File: src/hdl/prf_pkg.sv
// Package for the packet rule filter: sizes, protocol constants, rule word codes,
// the item token that travels along the cell chain and the control state type.
// It depends on nothing; every other file of the block uses it.
`timescale 1ns / 1ps

package prf_pkg;

    localparam int RULE_SLOTS = 16;
    localparam int SLOT_W     = (RULE_SLOTS > 1) ? $clog2(RULE_SLOTS) : 1;
    localparam int IDX_W      = 4;
    localparam int CMP_W      = (SLOT_W > IDX_W) ? SLOT_W : IDX_W;

    localparam logic [15:0] ETHERTYPE_IPV4 = 16'h0800;
    localparam logic [7:0]  PROTO_TCP      = 8'd6;
    localparam logic [7:0]  PROTO_UDP      = 8'd17;

    localparam logic [14:0] ETH_HDR_LEN = 15'd14;
    localparam logic [14:0] IP_HDR_LEN  = 15'd20;
    localparam logic [14:0] TCP_HDR_LEN = 15'd20;
    localparam logic [14:0] UDP_HDR_LEN = 15'd8;

    localparam logic REQ_CLASSIFY = 1'b0;
    localparam logic REQ_WRITE    = 1'b1;

    localparam logic [2:0] WSEL_ADDR_MASK = 3'd0;
    localparam logic [2:0] WSEL_FLAGS     = 3'd1;
    localparam logic [2:0] WSEL_IP        = 3'd2;
    localparam logic [2:0] WSEL_TCP       = 3'd3;
    localparam logic [2:0] WSEL_UDP       = 3'd4;

    typedef enum logic {
        ST_IDLE,
        ST_SCAN
    } prf_state_t;

    typedef struct packed {
        logic              is_write;
        logic [IDX_W-1:0]  rule_index;
        logic [2:0]        word_select;
        logic [63:0]       word_value;
        logic [31:0]       src;
        logic [31:0]       dst;
        logic [7:0]        proto;
        logic [7:0]        ttl;
        logic [15:0]       ipck;
        logic [15:0]       sp;
        logic [15:0]       dp;
        logic [15:0]       tck;
        logic              is_tcp;
        logic              done;
        logic              drop;
        logic              counted;
    } prf_tok_t;

endpackage

File: src/hdl/prf_cell.sv
// One rule slot of the filter chain: holds the slot's rule words and checks or
// updates the item token passing through it, registering the token for the next cell.
// Depends on prf_pkg.
`timescale 1ns / 1ps

module prf_cell (
    input  logic                        clk,
    input  logic                        rst_n,
    input  logic [prf_pkg::SLOT_W-1:0]  slot_id,
    input  logic                        up_valid,
    input  prf_pkg::prf_tok_t           up_tok,
    output logic                        dn_valid,
    output prf_pkg::prf_tok_t           dn_tok
);

    logic [63:0]       addr_mask_reg;
    logic [2:0]        flags_reg;
    logic [63:0]       ip_fields_reg;
    logic [47:0]       tcp_fields_reg;
    logic [31:0]       udp_fields_reg;
    logic              tok_valid_reg;
    prf_pkg::prf_tok_t tok_reg;
    prf_pkg::prf_tok_t tok_next;

    logic        wr_hit;
    logic [31:0] rule_addr;
    logic [31:0] rule_mask;
    logic        addr_match;
    logic        ip_hit;
    logic        tcp_hit;
    logic        udp_hit;

    assign wr_hit = up_valid && (up_tok.is_write == prf_pkg::REQ_WRITE)
        && ((prf_pkg::CMP_W)'(up_tok.rule_index) == (prf_pkg::CMP_W)'(slot_id));

    assign rule_addr  = addr_mask_reg[31:0];
    assign rule_mask  = addr_mask_reg[63:32];
    assign addr_match = ((up_tok.src & rule_mask) == rule_addr);

    assign ip_hit = flags_reg[0] && (
        (ip_fields_reg[7:0] == up_tok.proto) ||
        (ip_fields_reg[23:8] == up_tok.ipck) ||
        (ip_fields_reg[31:24] == up_tok.ttl) ||
        (ip_fields_reg[63:32] == up_tok.dst));

    assign tcp_hit = up_tok.is_tcp && flags_reg[1] && (
        (tcp_fields_reg[15:0] == up_tok.sp) ||
        (tcp_fields_reg[31:16] == up_tok.dp) ||
        (tcp_fields_reg[47:32] == up_tok.tck));

    assign udp_hit = !up_tok.is_tcp && flags_reg[2] && (
        (udp_fields_reg[15:0] == up_tok.sp) ||
        (udp_fields_reg[31:16] == up_tok.dp));

    always_comb
    begin
        tok_next = up_tok;
        if ((up_tok.is_write == prf_pkg::REQ_CLASSIFY) && !up_tok.done)
        begin
            if (rule_addr == 32'd0)
            begin
                tok_next.done = 1'b1;
            end
            else if (addr_match)
            begin
                if (flags_reg == 3'd0 || ip_hit || tcp_hit)
                begin
                    tok_next.done    = 1'b1;
                    tok_next.drop    = 1'b1;
                    tok_next.counted = 1'b1;
                end
                else if (udp_hit)
                begin
                    tok_next.done    = 1'b1;
                    tok_next.drop    = 1'b1;
                    tok_next.counted = 1'b0;
                end
            end
        end
    end

    always_ff @(posedge clk or negedge rst_n)
    begin
        if (!rst_n)
        begin
            addr_mask_reg  <= '0;
            flags_reg      <= '0;
            ip_fields_reg  <= '0;
            tcp_fields_reg <= '0;
            udp_fields_reg <= '0;
            tok_valid_reg  <= 1'b0;
        end
        else
        begin
            tok_valid_reg <= up_valid;
            if (wr_hit)
            begin
                case (up_tok.word_select)
                    prf_pkg::WSEL_ADDR_MASK: addr_mask_reg  <= up_tok.word_value;
                    prf_pkg::WSEL_FLAGS:     flags_reg      <= up_tok.word_value[2:0];
                    prf_pkg::WSEL_IP:        ip_fields_reg  <= up_tok.word_value;
                    prf_pkg::WSEL_TCP:       tcp_fields_reg <= up_tok.word_value[47:0];
                    prf_pkg::WSEL_UDP:       udp_fields_reg <= up_tok.word_value[31:0];
                    default:                 ;
                endcase
            end
        end
    end

    always_ff @(posedge clk)
    begin
        tok_reg <= tok_next;
    end

    assign dn_valid = tok_valid_reg;
    assign dn_tok   = tok_reg;

endmodule

File: config.mk
export PLATFORM = sky130hd
export DESIGN_NAME = prf_cell
export DESIGN_NICKNAME = d
export VERILOG_FILES = /design/src/hdl/prf_pkg.sv /design/src/hdl/prf_cell.sv
export SDC_FILE = /design/constraint.sdc
export NUM_CORES = 1
export LEC_CHECK = 0
export BUFFER_PORTS_ARGS = -buffer_cell sky130_fd_sc_hd__buf_2
export CORE_MARGIN = 2
export CORE_UTILIZATION = 51
export CTS_CLUSTER_DIAMETER = 60
export CTS_CLUSTER_SIZE = 28
export DETAILED_ROUTE_END_ITERATION = 10
export PLACE_DENSITY_LB_ADDON = 0.1
export SYNTH_ARGS = -nofsm -noshare
export SYNTH_HDL_FRONTEND = slang
export SYNTH_SLANG_ARGS = --single-unit
File: constraint.sdc
create_clock -name clk -period 2.6 [get_ports clk]
set_clock_uncertainty 0.15 [all_clocks]
set_input_delay 0.52 -clock clk [delete_from_list [all_inputs] [get_ports clk]]
set_output_delay 0.52 -clock clk [all_outputs]
set_load 0.005 [all_outputs]
# Word-level counts from Yosys, hierarchy flattened
# Cells that the tools add are included.
# word_totals
reg_bits	432
out_inout_bits	221
wordCells	71
# op_classes
eq_ne	15
muxes	6
bitwise_logic	2
n_reduce_logical	26
# op_table
op	n
$eq A16 B16 Y1	6
$eq A32 B32 Y1	2
$and A32 B32 Y32	1
$logic_not A32 Y1	1
$eq A8 B8 Y1	2
$mux W3	4
$reduce_and A2 Y1	5
$logic_and A1 B1 Y1	8
$logic_or A1 B1 Y1	8
$eq A3 B2 Y1 const B	2
$logic_not A3 Y1	2
$eq A4 B4 Y1	1
$eq A3 B1 Y1 const B	1
$eq A3 B3 Y1 const B	1
$logic_not A1 Y1	2
$mux W2	1
$mux W1	1
$not A1 Y1	1

# Depth between registers and ports, before layout
# logic_depth
depth_word	11
ltp_mapped	8
mapped_depth_nobuf	6

# Worst setup path after synthesis
# No wires, ideal clock.
# synth_timing
path_kind	input to register
start	input port slot_id[3] in the netlist's numbering
end	register tcp_fields_reg[27]
setup_ns	0.125
path_buffers	2
arrival_time_ns	2.144
slack_ns	0.181
stages	8
cell_sequence	xor2_1 nor3_1 nand4_1 or2_4 or3_1 buf_6 buf_6 mux2_4
# synth_between
elab_chain_cells	3
# synth_lines
element	line	rtl
from (decl)	prf_cell.sv:9	input logic [prf_pkg::SLOT_W-1:0] slot_id,
$eq A4 B4 Y1	prf_cell.sv:34	&& ((prf_pkg::CMP_W)'(up_tok.rule_index) == (prf_pkg::CMP_W)'(slot_id));
$logic_and A1 B1 Y1	prf_cell.sv:34	
$reduce_and A2 Y1 (no line)	-	
to (signal assigned)	prf_cell.sv:102	prf_pkg::WSEL_TCP: tcp_fields_reg <= up_tok.word_value[47:0];
to (decl)	prf_cell.sv:19	logic [47:0] tcp_fields_reg;
# Every way passes these cells.
# A chain may end at the register's enable or synchronous reset.

==> metrics.yaml <==
critical_path:
  cp_max_fo: 4
  crit_buf_inv: 3
  endpoint_kind: "flip-flop"
  r2r-start: "addr_mask_reg[59]"
  critical_path_class: "in2reg"
  startpoint: "up_tok[143]"
  r2r-end: "dn_tok[1]"
  start_kind: "input pin"
  slowest_stage: "dlygate4sd3_1"
  critical_path.endpoint: "dn_tok[1]"
  critical-path-top-delay-family: "simple AND/OR/NAND/NOR gates"
  rr_worst_depth: 7
  cp.required_ns: 2.95
  arrival_ns: 2.87
  rrSetupSlack_ns: 0.25
  worst-path-stages: 9
  path_cells: "dlygate4sd3_1 -> buf_2 -> and3b_1 -> a2111o_1 -> or4_4 -> nor4_4 -> nand4_1 -> buf_4 -> o211ai_2"
  slowest_delay_ns: 0.55
job:
  maxCapViolations: 0
routing:
  routed-wl-met2_mm: 21.2
  ant_nets: 0
  drcViolationCount: 0
  highest_layer: "met5"
  wl_per_cell_um: 20.2
  wl_met1_mm: 17.6
  via_per_inst: 5.01
  num_vias: 10487
  drt_pre_antenna_iters: 5
  met3_length_mm: 2.51
  routed_wirelength_mm: 42.3
  drt_iter0_markers: 518
floorplanning:
  die-area_um2: 30100
  start_util: 0.514
  fp.dieW_um: 173
  die_h_um: 173
  row_count: 62
  coreArea_um2: 28500
  pin_count: 448
power_and_ir_drop:
  p_leak_nw: 10.6
  switching_share: 0.259
  p_int_mw: 10.5
  power_density_nw_per_um2: 676
  clkPwrFrac: 0.376
  power_switching_mw: 3.67
  finalPower_mw: 14.2
  ir_drop_v: 0.000564
  p_comb_frac: 0.110
  seqPwrFrac: 0.514
synthesis:
  netlist_top_cells_area: "dfrtp_1, dfxtp_1, mux2_2"
  syn_inst: 971
  synth.avg_cell_area_um2: 15.1
  synth_warnings: 0
  ys_seq_area_frac: 0.663
  yosysTopAreaCellShare: 0.362
  synth_cell_types: 41
  ys_seq_elements: 432
  yosys.area.top_type: "dfrtp_1"
  synth_nets: 1198
  synth_area_um2: 14600
  synth_edf_count: 0
  synthArstFlopShare: 0.491
  synthFlopType: "dfxtp_1"
clock_network:
  h-tree-depth: 1
  clockRootBuffer: "clkbuf_16"
  numClockSinks: 432
  cts-resized-gates: 0
  tritoncts: "done"
  cts_buffers: 31
  clk_pin_slew_worst_paths_ns: 0.08
  clk_latency_ns: 0.59
  clk_path_buf_depth: 3
timing:
  drv_slew: 0
  hold_violations: 0
  fin_ws_ns: 0.0807
  worst_pin_slew_ns: 0.727
  max_freq_mhz: 397
  min_period_over_period: 0.969
  setup_viol: 0
  min_period_ns: 2.52
  rsz0062_at_grt: "no"
  slew_headroom: 0.511
finish:
  layout_commonest_cell: "buf_2"
  largest_reg_flops: 220
  area_delta_synth_final_pct: 43.1
  multiInputGateArea_um2: 4810
  nFillCells: 1900
  seq_area_um2: 9710
  drive_gt1_frac: 0.440
  most-common-layout-cells: "buf_2, dfxtp_1, dlygate4sd3_1, dfrtp_1, mux2_2"
  nets: 1911
run_status:
  outcome: "finished, final reports clean"
min_path:
  hold_start: "up_tok[42]"
  hold_class: "in2reg"
placed_design:
  dpl.hpwl_mm: 28.7
  port-buffer-count: 447
  gp_congestion: 0.875
  dp_slack_ns: -0.253
global_route:
  grt_overflow_total: 0
  grt_pass1_vias: 11150
  grt_pass1_wl_mm: 64.6
  antenna_found_initial: 3
  grt_max_degree: 87
  globalRouteTotalUtil: 0.279
-- metrics by stage --
step	instances	instance area, µm²	hold WS, ns	setup TNS (ns)	utilization
floorplan	971	14600	0.0744	0	-
global placement	1822	17700	0.265	-21.47	0.621
detailed placement	1822	17700	0.264	-31.87	0.621
CTS	2089	20900	0.00250	0	0.735
global route	2093	21000	0.00240	0	0.736
finish	2094	21000	0.0230	0	0.736
-- cell families after synthesis --
| group | after synthesis | share of synthesized area |
|---|---|---|
| flip-flops | 432 | 0.663 |
| buffers and inverters | 23 | 0.00863 |
| AO/OA/AOI/OAI | 23 | 0.0132 |
| multiplexers | 211 | 0.167 |
| AND/OR/NAND/NOR | 113 | 0.0467 |
| XOR/XNOR | 169 | 0.101 |
-- what timing repair did --
item                                    in CTS  in global routing
hold buffers                               210                  3
endpoints found under the setup margin       0                  3
setup buffers                                0                  0
hold endpoints to repair                   251                  3
-- layer usage --
metal	GRT usage	vias to the layer above
met4	0.0692	4
met1	0.357	5221
met5	0	-
met2	0.490	372
met3	0.0537	71
li1	-	4819
-- worst min path at each step --
| stage | to | slack [ns] | depth (start not counted) |
|---|---|---|---|
| 6_report | dn_tok[42] | 0.02 | 2 |
| 5_1_grt | dn_tok[215] | 0.002 | 2 |
| 4_1_cts | dn_tok[42] | 0.003 | 2 |
| 3_5_place_dp | udp_fields_reg[23] | 0.26 | 1 |
| 3_3_place_gp | udp_fields_reg[23] | 0.26 | 1 |
| 2_1_floorplan | addr_mask_reg[0] | 0.07 | 0 |
-- cell usage after synthesis (2+ instances only) --
library cell	count
mux2_2	179
nor2_1	2
a21boi_0	5
o2111ai_1	2
nand2_1	28
nor4_1	44
buf_2	14
mux2_1	12
and3b_1	4
inv_1	3
a22oi_1	2
a21bo_2	3
a2111oi_0	2
nand4_1	18
mux2_4	20
nand3_1	2
buf_6	3
nand3b_1	3
nor3_4	2
nor3_1	3
xor2_1	168
dfxtp_1	220
dfrtp_1	212
clkbuf_1	3
-- cell type report --
cell class | count | share of cell area
clock buffer | 35 | 0.0387
tap | 384 | 0.0229
antenna | 2 | 0.000239
multi-input combinational | 516 | 0.229
inverter | 3 | 0.000537
timing repair buffer | 700 | 0.229
sequential | 432 | 0.463
clock inverter | 22 | 0.0164
-- power groups by stage --
stage	logic, mW	registers [mW]	clock network, mW
after floorplan	0.531	7.40	0
after global placement	1.27	7.41	0
after detailed placement	1.29	7.42	0
after CTS	1.54	7.28	5.40
after global routing	1.69	7.33	5.70
final	1.55	7.28	5.33
Power figures use the tool's default switching activity.
